## src/rtl/ajr_pkg.sv

```systemverilog
// shared types and constants for the audio jitter ring player
`timescale 1ns / 1ps

package ajr_pkg;

   // operation codes carried in req_tuser
   localparam logic [2:0] OP_START = 3'd0;
   localparam logic [2:0] OP_WRITE = 3'd1;
   localparam logic [2:0] OP_PULL  = 3'd2;
   localparam logic [2:0] OP_END   = 3'd3;
   localparam logic [2:0] OP_TICK  = 3'd4;
   localparam logic [2:0] OP_STOP  = 3'd5;
   localparam logic [2:0] OP_ERROR = 3'd6;

   // player modes
   localparam logic [2:0] MODE_IDLE  = 3'd0;
   localparam logic [2:0] MODE_BUF   = 3'd1;
   localparam logic [2:0] MODE_PLAY  = 3'd2;
   localparam logic [2:0] MODE_DRAIN = 3'd3;
   localparam logic [2:0] MODE_DONE  = 3'd4;
   localparam logic [2:0] MODE_ERR   = 3'd5;

   // register indexes
   localparam logic [1:0] CSR_EXPECTED = 2'd0;
   localparam logic [1:0] CSR_PREBUF   = 2'd1;
   localparam logic [1:0] CSR_TIMEOUT  = 2'd2;

   localparam int SAMPLE_BITS = 16;
   localparam int FILL_BITS   = 12;
   localparam int CNT_BITS    = 16;
   localparam int BYTE_BITS   = 8;

   localparam logic [31:0]          EXPECTED_RESET = 32'd0;
   localparam logic [FILL_BITS-1:0] PREBUF_RESET   = 12'd2048;
   localparam logic [CNT_BITS-1:0]  TIMEOUT_RESET  = 16'd5000;
   localparam logic [CNT_BITS-1:0]  CNT_MAX        = 16'hFFFF;

   // ring memory port controls
   typedef struct packed {
      logic wr_en;
      logic rd_en;
   } mem_ctl_type;

   // per-transfer status, everything but the sample bytes
   typedef struct packed {
      logic                 sample_valid;
      logic                 byte_accepted;
      logic [2:0]           player_state;
      logic [FILL_BITS-1:0] fill_level;
      logic [CNT_BITS-1:0]  underrun_total;
   } result_type;

endpackage

```

## src/rtl/ajr_ctrl.sv

```systemverilog
// pointer, counter and mode update for one accepted transfer per cycle
`timescale 1ns / 1ps

module ajr_ctrl import ajr_pkg::*; #(
   parameter int RING_BYTES = 4096,
   parameter int AW         = 12
) (
   input  logic                 clock,
   input  logic                 reset,
   input  logic                 csr_we,
   input  logic [1:0]           csr_index,
   input  logic [31:0]          csr_wdata,
   input  logic                 accept,
   input  logic [2:0]           operation,
   input  logic                 half_end,
   output mem_ctl_type          mem_ctl,
   output logic [AW-1:0]        wr_addr,
   output logic [AW-1:0]        rd_addr0,
   output logic [AW-1:0]        rd_addr1,
   output result_type           result
);

   localparam int FW = (AW > FILL_BITS) ? AW : FILL_BITS;
   localparam logic [AW-1:0] LAST_POS = AW'(RING_BYTES - 1);

   function automatic logic [AW-1:0] next_pos(input logic [AW-1:0] p);
      next_pos = (p == LAST_POS) ? '0 : p + AW'(1);
   endfunction

   function automatic logic [AW-1:0] fill_of(input logic [AW-1:0] w, input logic [AW-1:0] r);
      logic [AW:0] wrap;
      wrap = {1'b0, w} + (AW + 1)'(RING_BYTES) - {1'b0, r};
      fill_of = (w >= r) ? (w - r) : wrap[AW-1:0];
   endfunction

   // configuration
   logic [31:0]           expected_ff;
   logic [FILL_BITS-1:0]  prebuf_ff;
   logic [CNT_BITS-1:0]   timeout_ff;

   // player state
   logic [AW-1:0]         wp_ff, wp_in;
   logic [AW-1:0]         rp_ff, rp_in;
   logic [31:0]           bin_ff, bin_in;
   logic [31:0]           bout_ff, bout_in;
   logic                  end_ff, end_in;
   logic                  fin_ff, fin_in;
   logic                  err_ff, err_in;
   logic [2:0]            mode_ff, mode_in;
   logic [CNT_BITS-1:0]   short_ff, short_in;
   logic [CNT_BITS-1:0]   idle_ff, idle_in;
   logic                  hgot_ff, hgot_in;
   logic                  hshort_ff, hshort_in;

   logic [AW-1:0]         fill_cur;
   logic [AW-1:0]         fill_new;
   logic [FW-1:0]         fill_new_ext;
   logic                  active_cur;
   logic                  run;
   logic                  accepted;
   logic                  svalid;
   logic                  wr_en;
   logic                  rd_en;

   assign fill_cur   = fill_of(wp_ff, rp_ff);
   assign active_cur = mode_ff inside {MODE_BUF, MODE_PLAY, MODE_DRAIN};

   always_comb begin
      wp_in     = wp_ff;
      rp_in     = rp_ff;
      bin_in    = bin_ff;
      bout_in   = bout_ff;
      end_in    = end_ff;
      fin_in    = fin_ff;
      err_in    = err_ff;
      mode_in   = mode_ff;
      short_in  = short_ff;
      idle_in   = idle_ff;
      hgot_in   = hgot_ff;
      hshort_in = hshort_ff;
      run       = 1'b0;
      accepted  = 1'b0;
      svalid    = 1'b0;
      wr_en     = 1'b0;
      rd_en     = 1'b0;

      if (accept) begin
         case (operation)
            OP_START: begin
               wp_in     = '0;
               rp_in     = '0;
               bin_in    = '0;
               bout_in   = '0;
               end_in    = 1'b0;
               fin_in    = 1'b0;
               err_in    = 1'b0;
               short_in  = '0;
               idle_in   = '0;
               hgot_in   = 1'b0;
               hshort_in = 1'b0;
               mode_in   = MODE_BUF;
            end
            OP_WRITE: begin
               if (active_cur && (fill_cur < LAST_POS) && (bin_ff < expected_ff)) begin
                  wr_en    = 1'b1;
                  wp_in    = next_pos(wp_ff);
                  bin_in   = bin_ff + 32'd1;
                  idle_in  = '0;
                  accepted = 1'b1;
               end
               run = 1'b1;
            end
            OP_PULL: begin
               if (mode_ff inside {MODE_PLAY, MODE_DRAIN}) begin
                  if (fill_cur >= AW'(2)) begin
                     rd_en   = 1'b1;
                     svalid  = 1'b1;
                     rp_in   = next_pos(next_pos(rp_ff));
                     bout_in = bout_ff + 32'd2;
                     hgot_in = 1'b1;
                  end else begin
                     hshort_in = 1'b1;
                  end
                  if (half_end) begin
                     if (hshort_in && !end_ff && (short_ff != CNT_MAX)) begin
                        short_in = short_ff + CNT_BITS'(1);
                     end
                     if (end_ff && (bout_in >= expected_ff) && !hgot_in) begin
                        fin_in = 1'b1;
                     end
                     hgot_in   = 1'b0;
                     hshort_in = 1'b0;
                  end
                  run = 1'b1;
               end
            end
            OP_END: begin
               end_in = 1'b1;
               if (mode_ff == MODE_PLAY) begin
                  mode_in = MODE_DRAIN;
               end
               run = 1'b1;
            end
            OP_TICK: begin
               if (active_cur) begin
                  if (idle_ff != CNT_MAX) begin
                     idle_in = idle_ff + CNT_BITS'(1);
                  end
                  if (!end_ff && (bin_ff < expected_ff) && (idle_in > timeout_ff)) begin
                     err_in = 1'b1;
                     fin_in = 1'b1;
                  end
                  run = 1'b1;
               end
            end
            OP_STOP: begin
               mode_in = MODE_IDLE;
               fin_in  = 1'b0;
               err_in  = 1'b0;
            end
            OP_ERROR: begin
               err_in  = 1'b1;
               fin_in  = 1'b1;
               mode_in = MODE_ERR;
            end
            default: begin
            end
         endcase
      end

      fill_new     = fill_of(wp_in, rp_in);
      fill_new_ext = FW'(fill_new);

      // end-of-data, prebuffer and finish checks
      if (run && (mode_in inside {MODE_BUF, MODE_PLAY, MODE_DRAIN})) begin
         if (!end_in && (bin_in >= expected_ff)) begin
            end_in = 1'b1;
            if (mode_in == MODE_PLAY) begin
               mode_in = MODE_DRAIN;
            end
         end
         if (mode_in == MODE_BUF) begin
            if (end_in || (fill_new_ext >= FW'(prebuf_ff))) begin
               if (fill_new != '0) begin
                  mode_in = MODE_PLAY;
               end else if (end_in) begin
                  mode_in = MODE_DONE;
                  fin_in  = 1'b1;
               end
            end
         end
         if (fin_in) begin
            mode_in = err_in ? MODE_ERR : MODE_DONE;
         end
      end
   end

   always_ff @(posedge clock) begin
      if (reset) begin
         expected_ff <= EXPECTED_RESET;
         prebuf_ff   <= PREBUF_RESET;
         timeout_ff  <= TIMEOUT_RESET;
      end else if (csr_we) begin
         case (csr_index)
            CSR_EXPECTED: expected_ff <= csr_wdata;
            CSR_PREBUF:   prebuf_ff   <= csr_wdata[FILL_BITS-1:0];
            CSR_TIMEOUT:  timeout_ff  <= csr_wdata[CNT_BITS-1:0];
            default: begin
            end
         endcase
      end
   end

   always_ff @(posedge clock) begin
      if (reset) begin
         wp_ff     <= '0;
         rp_ff     <= '0;
         bin_ff    <= '0;
         bout_ff   <= '0;
         end_ff    <= 1'b0;
         fin_ff    <= 1'b0;
         err_ff    <= 1'b0;
         mode_ff   <= MODE_IDLE;
         short_ff  <= '0;
         idle_ff   <= '0;
         hgot_ff   <= 1'b0;
         hshort_ff <= 1'b0;
      end else begin
         wp_ff     <= wp_in;
         rp_ff     <= rp_in;
         bin_ff    <= bin_in;
         bout_ff   <= bout_in;
         end_ff    <= end_in;
         fin_ff    <= fin_in;
         err_ff    <= err_in;
         mode_ff   <= mode_in;
         short_ff  <= short_in;
         idle_ff   <= idle_in;
         hgot_ff   <= hgot_in;
         hshort_ff <= hshort_in;
      end
   end

   assign mem_ctl.wr_en = wr_en;
   assign mem_ctl.rd_en = rd_en;
   assign wr_addr       = wp_ff;
   assign rd_addr0      = rp_ff;
   assign rd_addr1      = next_pos(rp_ff);

   assign result.sample_valid   = svalid;
   assign result.byte_accepted  = accepted;
   assign result.player_state   = mode_in;
   assign result.fill_level     = fill_new_ext[FILL_BITS-1:0];
   assign result.underrun_total = short_in;

   a_ptr_range: assert property (@(posedge clock) disable iff (reset)
      (wp_ff <= LAST_POS) && (rp_ff <= LAST_POS))
      else $error("ring pointer out of range");

   a_rd_mode: assert property (@(posedge clock) disable iff (reset)
      rd_en |-> (mode_ff == MODE_PLAY || mode_ff == MODE_DRAIN) && (fill_cur >= AW'(2)))
      else $error("ring read outside playback");

   a_fill_grow: assert property (@(posedge clock) disable iff (reset)
      wr_en |=> (fill_cur == $past(fill_cur) + AW'(1)))
      else $error("stored byte did not raise the fill");

   a_wr_room: assert property (@(posedge clock) disable iff (reset)
      wr_en |-> (fill_cur < LAST_POS) && !rd_en)
      else $error("byte stored into a full ring");

endmodule

```

## config.mk

```make
export PLATFORM = sky130hd
export DESIGN_NAME = ajr_ctrl
export DESIGN_NICKNAME = d
export VERILOG_FILES = /design/src/rtl/ajr_pkg.sv /design/src/rtl/ajr_ctrl.sv
export SDC_FILE = /design/constraint.sdc
export NUM_CORES = 1
export LEC_CHECK = 0
export ABC_AREA = 0
export BUFFER_PORTS_ARGS = -buffer_cell sky130_fd_sc_hd__buf_2
export CORE_ASPECT_RATIO = 1.2
export CORE_MARGIN = 2
export CORE_UTILIZATION = 35
export DETAILED_ROUTE_END_ITERATION = 7
export SKIP_CTS_REPAIR_TIMING = 1
export SYNTH_ARGS = -nofsm -noshare
export SYNTH_HDL_FRONTEND = slang
export SYNTH_SLANG_ARGS = --single-unit
```

## constraint.sdc

```tcl
create_clock -name clock -period 11.8 [get_ports clock]
set_input_delay 3.54 -clock clock [delete_from_list [all_inputs] [get_ports clock]]
set_output_delay 3.54 -clock clock [all_outputs]
set_load 0.03 [all_outputs]
```

Yosys cells after proc, flatten, opt, wreduce, memory -nomap -nowiden
Cells that the tools add are included.
- flip-flop bits (word level): 188
- bits in latches: 0
- memory bits (writable): 0
- bits in read-only memories: 0
- bits of input ports: 42
- output and inout bits: 71
- word-level logic and storage cells: 182
- memories kept: 0
- add/sub/neg operators: 13
- $mul: 0
- div/mod/pow operators: 0
- order comparisons: 9
- eq/ne operators: 23
- shift operators: 0
- multiplexer cells: 93
- bitwise operators: 0
- reductions and logical operators: 29
- operator list (kind ; count):
    32-bit 2-to-1 mux ; 7
    16-bit 2-to-1 mux ; 10
    32-bit one-hot mux with 2 select lines ; 2
    12-bit 2-to-1 mux ; 10
    32-bit >= comparator ; 2
    12-bit by 1-bit adder with 12-bit output (second input constant) ; 5
    12-bit one-hot mux with 2 select lines ; 2
    16-bit one-hot mux with 3 select lines ; 1
    12-bit subtractor ; 4
    1-bit 2-to-1 mux ; 42
    12-bit == test (second input constant) ; 3
    12-bit >= comparator ; 3
    3-bit 2-to-1 mux ; 11
    16-bit by 1-bit adder with 16-bit output (second input constant) ; 2
    32-bit by 1-bit adder with 32-bit output (second input constant) ; 1
    32-bit by 2-bit adder with 32-bit output (second input constant) ; 1
    32-bit < comparator ; 1
    16-bit inequality test (second input constant) ; 2
    16-bit one-hot mux with 2 select lines ; 1
    3-bit by 2-bit == test with 1-bit output (second input constant) ; 6
    16-bit > comparator ; 1
    3-bit by 1-bit == test with 1-bit output (second input constant) ; 4
    12-bit by 2-bit >= comparator with 1-bit output (second input constant) ; 1
    12-bit < comparator (second input constant) ; 1
    20 further kinds ; 44

Depth between registers and ports, before layout
Gate-level depths: netlist (run 1).
- depth in word-level cells: 23
- mapped depth: 30
- gate-level depth less buffers: 28

Worst setup path after synthesis (run 1)
Ideal clock, no wire load.
- path type: input-to-output
- start: input operation[2]
- end: output result[28] (netlist name)
- data arrival time: 8.601 ns
- required time: 8.260 ns
- setup slack: -0.341 ns
- stages: 22
- path buffers: 2
- cells stage by stage: clkbuf_1 > nor3_1 > nand3_1 > a31oi_1 > nor2b_1 > buf_2 > a32oi_1 > ha_1 > o21a_1 > o31a_2 > o21a_1 > nor2_1 > xnor2_1 > ha_1 > and3_1 > a2111oi_0 > o21a_1 > o21ai_0 > a21o_1 > or3b_2 > a41oi_1 > nand2_1
- RTL lines (element ; line ; text):
    start, declared ; ajr_ctrl.sv:14 ; input logic [2:0] operation,
    end, declared ; ajr_ctrl.sv:20 ; output result_type result

==> results of run 1 <==
registers in the layout, summed over array words and instances, names as in the netlist:
signal	cells
mode_ff	3
idle_ff	16
timeout_ff	16
err_ff	1
end_ff	1
prebuf_ff	12
hgot_ff	1
short_ff	16
hshort_ff	1
bout_ff	31
wr_addr	12
bin_ff	32
expected_ff	32
fin_ff	1
rd_addr0	12
critical path, stage by stage:
cell	delay, ns
sky130_fd_sc_hd__buf_2	0.11
sky130_fd_sc_hd__buf_4	0.14
sky130_fd_sc_hd__nor2b_2	0.18
sky130_fd_sc_hd__nand2_1	0.10
sky130_fd_sc_hd__buf_4	0.20
sky130_fd_sc_hd__nor2_2	0.18
sky130_fd_sc_hd__buf_4	0.17
sky130_fd_sc_hd__nand4b_1	0.11
sky130_fd_sc_hd__nand3_1	0.14
sky130_fd_sc_hd__ha_1	0.30
sky130_fd_sc_hd__o21a_1	0.21
sky130_fd_sc_hd__o31a_2	0.13
sky130_fd_sc_hd__o21a_1	0.17
sky130_fd_sc_hd__nor2_1	0.16
sky130_fd_sc_hd__xnor2_2	0.17
sky130_fd_sc_hd__ha_1	0.28
sky130_fd_sc_hd__and3_1	0.16
sky130_fd_sc_hd__a2111oi_1	0.39
sky130_fd_sc_hd__o21a_1	0.18
sky130_fd_sc_hd__o21ai_0	0.08
sky130_fd_sc_hd__a21o_1	0.20
sky130_fd_sc_hd__or3b_2	0.20
sky130_fd_sc_hd__a41oi_2	0.13
sky130_fd_sc_hd__nand2_1	0.11
sky130_fd_sc_hd__clkbuf_4	0.19
final cells by class:
cell class | count | area (um2)
sequential | 187 | 3740
tap | 539 | 674
timing repair buffer | 154 | 881
clock inverter | 15 | 170
inverter | 111 | 417
fill | 4271 | 24300
multi-input combinational | 1481 | 9900
clock buffer | 17 | 425
per-stage QoR:
stage | total power [uW] | utilization (%) | area (um2) | instances | hold slack [ns]
6_report | 1360 | 40.0 | 16200 | 2504 | 0.452
2_1_floorplan | 731 | - | 14300 | 1866 | 0.422
4_1_cts | 1360 | 39.7 | 16100 | 2502 | 0.452
3_5_place_dp | 777 | 38.3 | 15500 | 2470 | 0.438
5_1_grt | 1400 | 40.0 | 16200 | 2504 | 0.468
3_3_place_gp | 775 | 38.3 | 15500 | 2470 | 0.434
where the power goes:
part	internal, uW	total, uW	switching [uW]
sequential	638	642	4.17
combinational	38.5	122	83.3
clock	286	593	307
cells in the mapped netlist, drive strengths merged (24+ instances only):
library cell  count  share of area [%]
a21oi           157                5.5
a31oi            41                1.8
and3             41                1.8
clkbuf           63                1.7
dfxtp           187                 26
ha              153                 13
inv             108                2.8
mux2i            29                2.0
nand2           277                7.3
nand3            69                2.4
nand4            40                1.7
nor2            129                3.4
nor2b            53                2.4
nor3             29                1.1
nor4             28                1.4
o21ai            76                2.7
xnor2            61                3.7
xor2             24                1.5
placed cells by master, fill, tap and decap left out, drive strengths merged, types with 9 or more instances in the layout:
cell / count
nor4: 28
a22oi: 12
o211ai: 14
buf: 153
nand4: 40
nand2: 277
and4: 13
xnor2: 61
a211oi: 17
and2: 16
a311oi: 15
nor2b: 53
nand3: 69
clkbuf: 18
o31ai: 16
nor2: 129
nor3: 29
xor2: 24
a21o: 20
a21oi: 157
a31oi: 41
nor3b: 9
clkinv: 9
ha: 153
inv: 116
a41oi: 11
nand2b: 16
dfxtp: 187
and3: 41
o21ai: 76
o21a: 10
mux2i: 29
worst paths after layout:
kind / startpoint / endpoint
worst min register to register: bout_ff[11] / bout_ff[11]
worst min-delay path: bout_ff[11] / bout_ff[11]
worst max-delay path: accept / result[28]
worst max register to register: rd_addr0[1] / mode_ff[0]
layer usage:
layer / vias to the layer above / global-route usage (%)
met2: 390 / 36.5
met1: 6602 / 25.4
met3: 67 / 2.94
met5: - / 0
li1: 6898 / -
met4: 2 / 7.56
kinds of logic (layout without fill, tap and decap cells):
family / after synthesis / count (layout) / synth area share [%]
buffers and inverters: 198 / 297 / 5.58
xor gates and xnor gates: 85 / 85 / 5.20
and+or+nand+nor: 756 / 756 / 26.2
muxes: 31 / 31 / 2.19
DFF: 187 / 187 / 26.2
adders and majority gates: 156 / 156 / 13.8
AOI/OAI and AO/OA: 453 / 453 / 20.9
==> impl_metrics.prom, run 1 <==
# TYPE chip_impl_metric gauge
chip_impl_metric{name="min_period",unit="ns"} 11.47
chip_impl_metric{name="route.detailed.drc",unit=""} 0
chip_impl_metric{name="critical_path.max_fanout",unit=""} 12
chip_impl_metric{name="antenna_cells_inserted",unit=""} 0
chip_impl_metric{name="hold-path-cell-count",unit=""} 1
chip_impl_metric{name="cts.reportedPaths.clkPinSlew",unit="ns"} 0.08
chip_impl_info{name="dr.max_layer_used",value="met5"} 1
chip_impl_metric{name="worst-r2r-setup-slack",unit="ns"} 4.85
chip_impl_metric{name="half_perimeter_wire_length_after_detailed_placement",unit="mm"} 34.2
chip_impl_metric{name="wl_met2",unit="mm"} 21.8
chip_impl_metric{name="total_leakage_power",unit="uW"} 0.00669
chip_impl_metric{name="ctsLongestPathBuffers",unit=""} 2
chip_impl_metric{name="first_global_vias",unit=""} 13100
chip_impl_metric{name="r2r.worst_path.cells",unit=""} 26
chip_impl_metric{name="die_w",unit="um"} 189
chip_impl_metric{name="clock_latency",unit="ns"} 0.46
chip_impl_metric{name="wl_met3",unit="mm"} 2.06
chip_impl_metric{name="register_bit_count_reported_by_yosys",unit=""} 187
chip_impl_metric{name="worst-slew-pin-transition",unit="ns"} 1.13
chip_impl_metric{name="final-max-slew-violation-count",unit=""} 0
chip_impl_metric{name="skew",unit="ns"} 0.0161
chip_impl_metric{name="dieHeight",unit="um"} 226
chip_impl_metric{name="pin_count_of_the_biggest_net_entering_global_routing",unit=""} 87
chip_impl_metric{name="rows",unit=""} 81
chip_impl_metric{name="setup_viol",unit=""} 0
chip_impl_metric{name="max_cap_violations",unit=""} 0
chip_impl_info{name="run_status",value="complete, no violations"} 1
chip_impl_metric{name="first_pass_iters",unit=""} 6
chip_impl_info{name="tritoncts",value="yes"} 1
chip_impl_metric{name="track_usage",unit="%"} 20.6
chip_impl_info{name="min-delay-path-class",value="flip-flop to flip-flop"} 1
chip_impl_metric{name="drive_gt1_share",unit="%"} 12.6
chip_impl_metric{name="htree_levels",unit=""} 4
chip_impl_metric{name="layout.nets",unit=""} 2150
chip_impl_metric{name="route.final.wire_length",unit="mm"} 44.3
chip_impl_metric{name="wl_met1",unit="mm"} 19.0
chip_impl_metric{name="timing.critical_path.arrival",unit="ns"} 7.93
chip_impl_metric{name="yosys_warnings",unit=""} 0
chip_impl_metric{name="p_per_area",unit="mW/mm2"} 83.7
chip_impl_metric{name="globalRouteOverflowTotal",unit=""} 0
chip_impl_metric{name="initial_utilization",unit="%"} 35.3
chip_impl_metric{name="synthArstFlopShare",unit="%"} 0
chip_impl_metric{name="post-route-period-util",unit="%"} 97.2
chip_impl_metric{name="gp_routability_congestion",unit=""} 0.916
chip_impl_metric{name="syn_nets",unit=""} 2064
chip_impl_metric{name="antenna_found_initial",unit=""} 1
chip_impl_metric{name="place_ws",unit="ns"} 0.0551
chip_impl_metric{name="slew_headroom",unit="%"} 24.4
chip_impl_metric{name="cts.sinks",unit=""} 187
chip_impl_metric{name="routedWlPerCell",unit="um"} 17.7
chip_impl_metric{name="initialDrtViolationCount",unit=""} 953
chip_impl_metric{name="cts-buffers-inserted",unit=""} 17
chip_impl_metric{name="dieArea",unit="mm2"} 0.0425
chip_impl_metric{name="synth_edf_count",unit=""} 0
chip_impl_metric{name="netlist_instances",unit=""} 1866
chip_impl_info{name="critPathCaptureType",value="output pin"} 1
chip_impl_metric{name="area_growth",unit="%"} 13.3
chip_impl_info{name="cts_root_buffer",value="sky130_fd_sc_hd__clkbuf_16"} 1
chip_impl_info{name="grt_setup_unrepaired",value="false"} 1
chip_impl_metric{name="synth_seq_area_share",unit="%"} 26.2
chip_impl_info{name="critPathLaunchType",value="primary input"} 1
chip_impl_metric{name="ant_nets",unit=""} 0
chip_impl_metric{name="yosys.cell_types.count",unit=""} 88
chip_impl_metric{name="crit_required",unit="ns"} 8.26
chip_impl_metric{name="core-area",unit="mm2"} 0.0405
chip_impl_info{name="postSynth.topFlopCell",value="sky130_fd_sc_hd__dfxtp_1"} 1
chip_impl_metric{name="post_drt_via_cell_ratio",unit=""} 5.57
chip_impl_metric{name="power.ir.vdd_worst",unit="V"} 0.0000992
chip_impl_metric{name="grt_first_pass_wirelength",unit="mm"} 70.1
chip_impl_metric{name="vias",unit=""} 14000
chip_impl_metric{name="io_pins",unit=""} 113
chip_impl_metric{name="placement.io_buffers",unit=""} 112
chip_impl_metric{name="syn_avg_cell_area",unit="um2"} 7.67
chip_impl_metric{name="setup_tns",unit="ns"} 0
chip_impl_metric{name="achievable-frequency",unit="MHz"} 87.2
chip_impl_metric{name="hold_viol_final",unit=""} 0
chip_impl_metric{name="synthesis.area",unit="mm2"} 0.0143
chip_impl_metric{name="finalWorstSetupSlack",unit="ns"} 0.331
chip_impl_info{name="critical_path_class",value="primary input to output pin"} 1
(Power assumes the default switching activity.)
==> run 2, diff against run 1 <==
- ABC_AREA: 0 -> 1
==> run 2 against run 1 <==
Compared with the run above: sequential power rose by 0.6%; routed wire length rose by 3.9%; sequential share of layout area fell by 0.35 points; power rose by 6.8%; non-clock buffer count fell by 20; maximum frequency rose by 0.26%; flip-flop and latch count did not move; die area rose by 2.7%; combinational power rose by 58%; global-route usage rose by 0.23 points; final cell count rose by 18%; critical endpoint unchanged; largest cell class unchanged; highest routed layer is now met4.
==> impl_metrics.prom, run 2 <==
# TYPE chip_impl_metric gauge
chip_impl_info{name="setup.worst_path.start",value="accept"} 1
chip_impl_metric{name="setup_viol",unit=""} 0
chip_impl_metric{name="register_bit_count_reported_by_yosys",unit=""} 187
chip_impl_info{name="r2r_end",value="mode_ff[0]"} 1
chip_impl_info{name="run_status",value="complete, no violations"} 1
chip_impl_metric{name="dieArea",unit="mm2"} 0.0437
chip_impl_info{name="most_common_library_cell_in_the_layout_ignoring_fill_and_taps",value="sky130_fd_sc_hd__nand2_1"} 1
chip_impl_metric{name="achievable-frequency",unit="MHz"} 87.4
chip_impl_metric{name="globalRouteMet1Util",unit="%"} 26.7
chip_impl_metric{name="post-synth-top-area-fraction",unit="%"} 25.4
chip_impl_metric{name="crit_required",unit="ns"} 8.26
chip_impl_metric{name="share_clk_of_total_power",unit="%"} 42.1
chip_impl_metric{name="drive_gt1_share",unit="%"} 8.66
chip_impl_metric{name="gp_routability_congestion",unit=""} 0.933
chip_impl_info{name="startpoint_of_the_lowest_slack_register_to_register_path",value="wr_addr[0]"} 1
chip_impl_metric{name="placement.io_buffers",unit=""} 112
chip_impl_info{name="crit_path_slowest_cell",value="sky130_fd_sc_hd__ha_1"} 1
chip_impl_info{name="post-synth-top-count-cell",value="sky130_fd_sc_hd__nand2_1"} 1
chip_impl_metric{name="ctsLongestPathBuffers",unit=""} 2
chip_impl_metric{name="post-route-period-util",unit="%"} 96.9
chip_impl_metric{name="power_frac_comb",unit="%"} 13.3
chip_impl_info{name="largestRegisters",value="bin_ff: 32 flops, expected_ff: 32 flops, bout_ff: 31 flops"} 1
chip_impl_metric{name="yosys.cell_types.count",unit=""} 54
chip_impl_info{name="critical_path_class",value="primary input to output pin"} 1
chip_impl_metric{name="cts.sinks",unit=""} 187
chip_impl_info{name="cts_root_buffer",value="sky130_fd_sc_hd__clkbuf_16"} 1
chip_impl_metric{name="ant_nets",unit=""} 0
chip_impl_metric{name="syn_nets",unit=""} 2495
chip_impl_metric{name="critical_path.max_fanout",unit=""} 13
chip_impl_metric{name="track_usage",unit="%"} 20.9
chip_impl_metric{name="area_growth",unit="%"} 11.9
chip_impl_metric{name="first_pass_iters",unit=""} 5
chip_impl_metric{name="internal_power",unit="uW"} 1020
chip_impl_metric{name="first_global_vias",unit=""} 14000
chip_impl_metric{name="route.final.wire_length",unit="mm"} 46.1
chip_impl_info{name="leading_cell_types_in_the_layout_fill_and_taps_excluded",value="sky130_fd_sc_hd__nand2_1, sky130_fd_sc_hd__inv_1, sky130_fd_sc_hd__a21oi_1"} 1
chip_impl_info{name="post-synth-top-area-cell",value="sky130_fd_sc_hd__dfxtp_1"} 1
chip_impl_metric{name="core-area",unit="mm2"} 0.0417
chip_impl_metric{name="die_w",unit="um"} 191
chip_impl_metric{name="grt.met3_usage",unit="%"} 3.35
chip_impl_info{name="ys_top_cells_by_count",value="sky130_fd_sc_hd__nand2_1, sky130_fd_sc_hd__inv_1, sky130_fd_sc_hd__a21oi_1"} 1
chip_impl_metric{name="slew_headroom",unit="%"} 21.2
chip_impl_metric{name="initial_utilization",unit="%"} 35.3
chip_impl_metric{name="yosys_warnings",unit=""} 0
chip_impl_metric{name="globalRouteOverflowTotal",unit=""} 0
chip_impl_metric{name="power.ir.vdd_worst",unit="V"} 0.0000990
chip_impl_metric{name="min_period",unit="ns"} 11.44
chip_impl_metric{name="synth_seq_area_share",unit="%"} 25.4
chip_impl_metric{name="initialDrtViolationCount",unit=""} 986
chip_impl_info{name="critPathCaptureType",value="output pin"} 1
chip_impl_metric{name="seq_power_share",unit="%"} 44.6
chip_impl_info{name="worst_setup_path_endpoint",value="result[28]"} 1
chip_impl_metric{name="hold_viol_final",unit=""} 0
chip_impl_metric{name="cts-buffers-inserted",unit=""} 17
chip_impl_metric{name="post-route-util",unit="%"} 39.5
chip_impl_metric{name="post_drt_via_cell_ratio",unit=""} 5.12
chip_impl_metric{name="max_cap_violations",unit=""} 0
chip_impl_metric{name="grtUsageMet2",unit="%"} 35.3
chip_impl_metric{name="route.detailed.drc",unit=""} 0
chip_impl_metric{name="worst-r2r-setup-slack",unit="ns"} 5.52
chip_impl_info{name="post_synth_main_area_contributors",value="sky130_fd_sc_hd__dfxtp_1, sky130_fd_sc_hd__nand2_1, sky130_fd_sc_hd__ha_1, sky130_fd_sc_hd__inv_1, sky130_fd_sc_hd__a21oi_1"} 1
chip_impl_metric{name="antenna_cells_inserted",unit=""} 0
chip_impl_metric{name="timing.critical_path.slowest_cell_delay",unit="ns"} 0.33
chip_impl_info{name="top_usage_layer",value="met2"} 1
chip_impl_metric{name="buffers_inverters_on_critical_path",unit=""} 7
chip_impl_metric{name="netlist_instances",unit=""} 2297
chip_impl_info{name="critical_path.top_delay_family",value="buffers and inverters"} 1
chip_impl_metric{name="synthArstFlopShare",unit="%"} 0
chip_impl_metric{name="worst-slew-pin-transition",unit="ns"} 1.18
chip_impl_info{name="min-delay-path-class",value="flip-flop to flip-flop"} 1
chip_impl_metric{name="final.hold.worst_slack",unit="ns"} 0.464
chip_impl_metric{name="layout.nets",unit=""} 2588
chip_impl_metric{name="routedWlPerCell",unit="um"} 15.6
chip_impl_metric{name="final-max-slew-violation-count",unit=""} 0
chip_impl_metric{name="vias",unit=""} 15100
chip_impl_metric{name="total_switching_power",unit="uW"} 425
chip_impl_metric{name="htree_levels",unit=""} 4
chip_impl_metric{name="syn_avg_cell_area",unit="um2"} 6.40
chip_impl_metric{name="half_perimeter_wire_length_after_detailed_placement",unit="mm"} 36.0
chip_impl_metric{name="io_pins",unit=""} 113
chip_impl_metric{name="total_leakage_power",unit="uW"} 0.00784
chip_impl_metric{name="p_per_area",unit="mW/mm2"} 88.0
chip_impl_info{name="critPathLaunchType",value="primary input"} 1
chip_impl_metric{name="synthesis.area",unit="mm2"} 0.0147
chip_impl_metric{name="timing.critical_path.arrival",unit="ns"} 7.90
chip_impl_metric{name="r2r.worst_path.cells",unit=""} 36
chip_impl_metric{name="antenna_found_initial",unit=""} 0
chip_impl_metric{name="skew",unit="ns"} 0.0137
chip_impl_metric{name="setup_tns",unit="ns"} 0
chip_impl_metric{name="power_switching_share",unit="%"} 29.3
chip_impl_info{name="grt_setup_unrepaired",value="false"} 1
chip_impl_info{name="critical_path.most_common_cell",value="sky130_fd_sc_hd__a21oi_1"} 1
chip_impl_info{name="postSynth.topFlopCell",value="sky130_fd_sc_hd__dfxtp_1"} 1
chip_impl_metric{name="cts.reportedPaths.clkPinSlew",unit="ns"} 0.07
chip_impl_metric{name="synth_edf_count",unit=""} 0
chip_impl_metric{name="rows",unit=""} 82
chip_impl_metric{name="instance_count_on_the_critical_path",unit=""} 25
chip_impl_metric{name="clock_latency",unit="ns"} 0.47
chip_impl_metric{name="grt_first_pass_wirelength",unit="mm"} 72.4
chip_impl_info{name="tritoncts",value="yes"} 1
chip_impl_metric{name="pin_count_of_the_biggest_net_entering_global_routing",unit=""} 77
chip_impl_metric{name="dieHeight",unit="um"} 229
## run 2: tightest hold or removal path: cells and delay by family, from the launching register on
kind	cells	cell delay [ns]
DFF	1	0.30
AOI/OAI and AO/OA	1	0.05
buffers and inverters	1	0.06
## run 2: final cells by class
cell class | instances | area [um2]
clock inverter | 12 | 154
sequential | 187 | 3740
multi-input combinational | 1673 | 9290
fill | 4521 | 25200
inverter | 377 | 1420
tap | 546 | 683
clock buffer | 19 | 443
timing repair buffer | 134 | 728
## run 2: per-stage QoR
stage                     cell area, um2  setup WS, ns  instances  total power, uW
after global routing               16500        0.0333       2948             1510
after global placement             15800         0.622       2913              848
after CTS                          16400         0.484       2944             1460
after floorplan                    14700         0.849       2297              787
final                              16500         0.360       2948             1450
after detailed placement           15800         0.516       2913              852
## run 2: metal layers
metal	vias up	wire length, um	part of all wire (%)
li1	7681	-	-
met5	-	0	0
met1	6958	20600	45
met2	377	21900	47
met3	70	2250	4.9
met4	0	1350	2.9
## run 2: how the worst min path moves through the flow
stage / start / to / slack, ns / depth (start not counted)
after floorplan: prebuf_ff[10] / prebuf_ff[10] / 0.44 / 2
after global placement: timeout_ff[4] / timeout_ff[4] / 0.45 / 2
after detailed placement: timeout_ff[5] / timeout_ff[5] / 0.45 / 2
after CTS: timeout_ff[2] / timeout_ff[2] / 0.47 / 2
after global routing: timeout_ff[13] / timeout_ff[13] / 0.50 / 2
final: timeout_ff[2] / timeout_ff[2] / 0.46 / 2
## run 2: cell families (layout without fill, tap and decap cells)
logic type               count (synthesis)  in the layout  synth area share (%)
AND/OR/NAND/NOR                       1047           1047                  31.0
buffers and inverters                  437            542                  11.5
AO/OA/AOI/OAI                          405            405                  14.8
flip-flops                             187            187                  25.4
adder cells (fa/ha/maj)                156            156                  13.4
XOR/XNOR                                65             65                  3.87
## run 2: power groups by stage
stage | sequential (uW) | clock [uW] | combinational, uW
after floorplan | 661 | 0 | 126
after global placement | 661 | 0 | 187
after detailed placement | 661 | 0 | 191
after CTS | 646 | 623 | 192
after global routing | 648 | 648 | 216
final | 646 | 610 | 193
==> run 3, diff against run 2 <==
- clock period: 11.8 -> 11.6 ns (I/O delays scaled with it)
==> run 3 against run 2 <==
Compared with the run above: core utilization shrank 0.14 points; critical path depth increased by 2; power fell by 0.73%; sequential power rose by 2%; routed wire length shrank 0.14%; die area stayed put; clock power is 3.8% lower; flip-flop and latch count unchanged; combinational power barely moved; first-iteration DRC count shrank 6.8%; design area shrank 0.36%; critical path type unchanged; highest routed layer unchanged.
==> impl_metrics.prom, run 3 (synthesis results as in run 2) <==
# TYPE chip_impl_metric gauge
chip_impl_metric{name="post_drt_via_cell_ratio",unit=""} 5.12
chip_impl_metric{name="globalRouteOverflowTotal",unit=""} 0
chip_impl_metric{name="clock_latency",unit="ns"} 0.46
chip_impl_metric{name="core-area",unit="mm2"} 0.0417
chip_impl_metric{name="antenna_cells_inserted",unit=""} 0
chip_impl_metric{name="route.detailed.drc",unit=""} 0
chip_impl_metric{name="power.ir.vdd_worst",unit="V"} 0.0000721
chip_impl_metric{name="vias",unit=""} 15100
chip_impl_metric{name="dieArea",unit="mm2"} 0.0437
chip_impl_metric{name="drive_gt1_share",unit="%"} 8.54
chip_impl_info{name="min-delay-start",value="timeout_ff[6]"} 1
chip_impl_metric{name="power_switching_share",unit="%"} 29.6
chip_impl_metric{name="slew_headroom",unit="%"} 22.8
chip_impl_info{name="tritoncts",value="yes"} 1
chip_impl_metric{name="cts.reportedPaths.clkPinSlew",unit="ns"} 0.07
chip_impl_info{name="critPathCaptureType",value="output pin"} 1
chip_impl_metric{name="rows",unit=""} 82
chip_impl_metric{name="ant_nets",unit=""} 0
chip_impl_metric{name="track_usage",unit="%"} 21.0
chip_impl_info{name="critPathLaunchType",value="primary input"} 1
chip_impl_metric{name="share_clk_of_total_power",unit="%"} 40.8
chip_impl_metric{name="ctsLongestPathBuffers",unit=""} 2
chip_impl_metric{name="fillerInstances",unit=""} 4510
chip_impl_metric{name="antenna_found_initial",unit=""} 0
chip_impl_info{name="cts_root_buffer",value="sky130_fd_sc_hd__clkbuf_16"} 1
chip_impl_metric{name="multi_input_combinational_cell_area",unit="mm2"} 0.00929
chip_impl_metric{name="pin_count_of_the_biggest_net_entering_global_routing",unit=""} 85
chip_impl_metric{name="grt_first_pass_wirelength",unit="mm"} 73.2
chip_impl_metric{name="gp_routability_congestion",unit=""} 0.943
chip_impl_metric{name="placed_cell_area",unit="mm2"} 0.0158
chip_impl_metric{name="cts-buffers-inserted",unit=""} 17
chip_impl_metric{name="total_switching_power",unit="uW"} 426
chip_impl_metric{name="hold-path-cell-count",unit=""} 2
chip_impl_metric{name="hold_viol_final",unit=""} 0
chip_impl_metric{name="route.final.wire_length",unit="mm"} 46.0
chip_impl_info{name="r2r_end",value="mode_ff[0]"} 1
chip_impl_info{name="critical_path_class",value="primary input to output pin"} 1
chip_impl_metric{name="crit_required",unit="ns"} 8.12
chip_impl_metric{name="initialDrtViolationCount",unit=""} 919
chip_impl_metric{name="setup_viol",unit=""} 0
chip_impl_metric{name="achievable-frequency",unit="MHz"} 89.0
chip_impl_metric{name="final-max-slew-violation-count",unit=""} 0
chip_impl_metric{name="max_cap_violations",unit=""} 0
chip_impl_metric{name="worst-r2r-setup-slack",unit="ns"} 5.38
chip_impl_metric{name="min_period",unit="ns"} 11.23
chip_impl_metric{name="dieHeight",unit="um"} 229
chip_impl_info{name="leading_cell_types_in_the_layout_fill_and_taps_excluded",value="sky130_fd_sc_hd__nand2_1, sky130_fd_sc_hd__inv_1, sky130_fd_sc_hd__a21oi_1"} 1
chip_impl_metric{name="worst-slew-pin-transition",unit="ns"} 1.16
chip_impl_metric{name="seq_power_share",unit="%"} 45.7
chip_impl_metric{name="total_leakage_power",unit="uW"} 0.00781
chip_impl_metric{name="p_per_area",unit="mW/mm2"} 87.7
chip_impl_metric{name="stdcell_area",unit="mm2"} 0.0164
chip_impl_metric{name="area_growth",unit="%"} 11.5
chip_impl_metric{name="post-route-period-util",unit="%"} 96.8
chip_impl_info{name="most_common_library_cell_in_the_layout_ignoring_fill_and_taps",value="sky130_fd_sc_hd__nand2_1"} 1
chip_impl_metric{name="routedWlPerCell",unit="um"} 15.6
chip_impl_metric{name="power_frac_comb",unit="%"} 13.5
chip_impl_metric{name="seq_cell_area",unit="mm2"} 0.00374
chip_impl_metric{name="critical_path.max_fanout",unit=""} 13
chip_impl_metric{name="placement.io_buffers",unit=""} 112
chip_impl_info{name="grt_setup_unrepaired",value="false"} 1
chip_impl_info{name="min-delay-path-class",value="flip-flop to flip-flop"} 1
chip_impl_metric{name="r2r.worst_path.cells",unit=""} 33
chip_impl_metric{name="io_pins",unit=""} 113
chip_impl_metric{name="first_global_vias",unit=""} 14200
chip_impl_metric{name="setup_tns",unit="ns"} 0
chip_impl_metric{name="initial_utilization",unit="%"} 35.3
chip_impl_info{name="run_status",value="complete, no violations"} 1
chip_impl_metric{name="timing.critical_path.arrival",unit="ns"} 7.75
chip_impl_info{name="startpoint_of_the_lowest_slack_register_to_register_path",value="rd_addr0[7]"} 1
chip_impl_metric{name="first_pass_iters",unit=""} 5
chip_impl_metric{name="skew",unit="ns"} 0.0112
chip_impl_metric{name="internal_power",unit="uW"} 1010
chip_impl_metric{name="die_w",unit="um"} 191
chip_impl_metric{name="layout.nets",unit=""} 2585
chip_impl_metric{name="cts.sinks",unit=""} 187
chip_impl_metric{name="half_perimeter_wire_length_after_detailed_placement",unit="mm"} 36.1
chip_impl_info{name="worst_min_delay_path_endpoint",value="timeout_ff[6]"} 1
chip_impl_metric{name="htree_levels",unit=""} 4
chip_impl_info{name="largestRegisters",value="bin_ff: 32 flops, expected_ff: 32 flops, bout_ff: 31 flops"} 1
-- run 3: cell types whose count changed in the layout (fill, tap and decap cells not counted) --
cell                        delta
sky130_fd_sc_hd__inv_8         -2
sky130_fd_sc_hd__bufinv_16     -1
sky130_fd_sc_hd__clkbuf_8      -1
sky130_fd_sc_hd__buf_4         -3
sky130_fd_sc_hd__inv_2         +1
sky130_fd_sc_hd__inv_6         +2
sky130_fd_sc_hd__clkinv_2      +1
sky130_fd_sc_hd__clkbuf_1      +1
-- run 3: worst max-delay path by stage --
stage / startpoint / end / slack, ns / depth (start not counted)
6_report: accept / result[28] / 0.37 / 27
5_1_grt: accept / result[28] / 0.0002 / 27
4_1_cts: accept / result[28] / 0.38 / 27
3_5_place_dp: accept / result[28] / 0.42 / 27
3_3_place_gp: accept / result[28] / 0.48 / 27
2_1_floorplan: operation[2] / result[28] / 0.77 / 27
-- run 3: power groups by stage --
| stage | Sequential [uW] | Clock [uW] | Combinational (uW) |
|---|---|---|---|
| after CTS | 658 | 601 | 195 |
| after global routing | 659 | 625 | 220 |
| after detailed placement | 673 | 0 | 194 |
| after floorplan | 672 | 0 | 128 |
| after global placement | 673 | 0 | 191 |
| final | 658 | 587 | 194 |
-- run 3: critical path: stages --
cell	delay [ns]
sky130_fd_sc_hd__buf_2	0.24
sky130_fd_sc_hd__inv_1	0.22
sky130_fd_sc_hd__buf_4	0.21
sky130_fd_sc_hd__nor2_1	0.18
sky130_fd_sc_hd__inv_1	0.19
sky130_fd_sc_hd__nor2_4	0.16
sky130_fd_sc_hd__nand2_1	0.06
sky130_fd_sc_hd__nand3_1	0.11
sky130_fd_sc_hd__inv_1	0.07
sky130_fd_sc_hd__ha_1	0.33
sky130_fd_sc_hd__nand2_1	0.09
sky130_fd_sc_hd__inv_1	0.06
sky130_fd_sc_hd__a21oi_1	0.18
sky130_fd_sc_hd__nand2_1	0.11
sky130_fd_sc_hd__a21oi_1	0.17
sky130_fd_sc_hd__xor2_1	0.24
sky130_fd_sc_hd__inv_1	0.09
sky130_fd_sc_hd__ha_1	0.30
sky130_fd_sc_hd__a21oi_1	0.16
sky130_fd_sc_hd__nor2_1	0.06
sky130_fd_sc_hd__a211oi_1	0.19
sky130_fd_sc_hd__nand4_1	0.15
sky130_fd_sc_hd__o21a_1	0.20
sky130_fd_sc_hd__nand2_1	0.06
sky130_fd_sc_hd__nand4_1	0.09
sky130_fd_sc_hd__nand3_1	0.10
sky130_fd_sc_hd__buf_2	0.22
-- run 3: per-layer routing --
layer,track usage [%],up-vias,routed length [um]
met5,0,-,0
met4,8.89,0,1720
met3,2.30,89,1970
met2,35.5,381,21800
met1,26.8,6928,20500
li1,-,7685,-
-- run 3: metrics by stage --
step | std cells | setup slack [ns] | total power (uW) | util, % | hold slack [ns]
final | 2946 | 0.367 | 1440 | 39.4 | 0.461
after global routing | 2946 | 0.000170 | 1500 | 39.4 | 0.495
after CTS | 2946 | 0.382 | 1450 | 39.4 | 0.465
after detailed placement | 2914 | 0.420 | 867 | 38.0 | 0.453
after global placement | 2914 | 0.477 | 864 | 38.0 | 0.452
after floorplan | 2297 | 0.769 | 801 | - | 0.435
-- run 3: area by class of cell --
type / instances / share of cell area [%]
Multi-Input combinational cell: 1673 / 56.6
Sequential cell: 187 / 22.8
Inverter: 377 / 8.64
Timing Repair Buffer: 131 / 4.30
Tap cell: 546 / 4.17
Clock buffer: 19 / 2.64
Clock inverter: 13 / 0.801
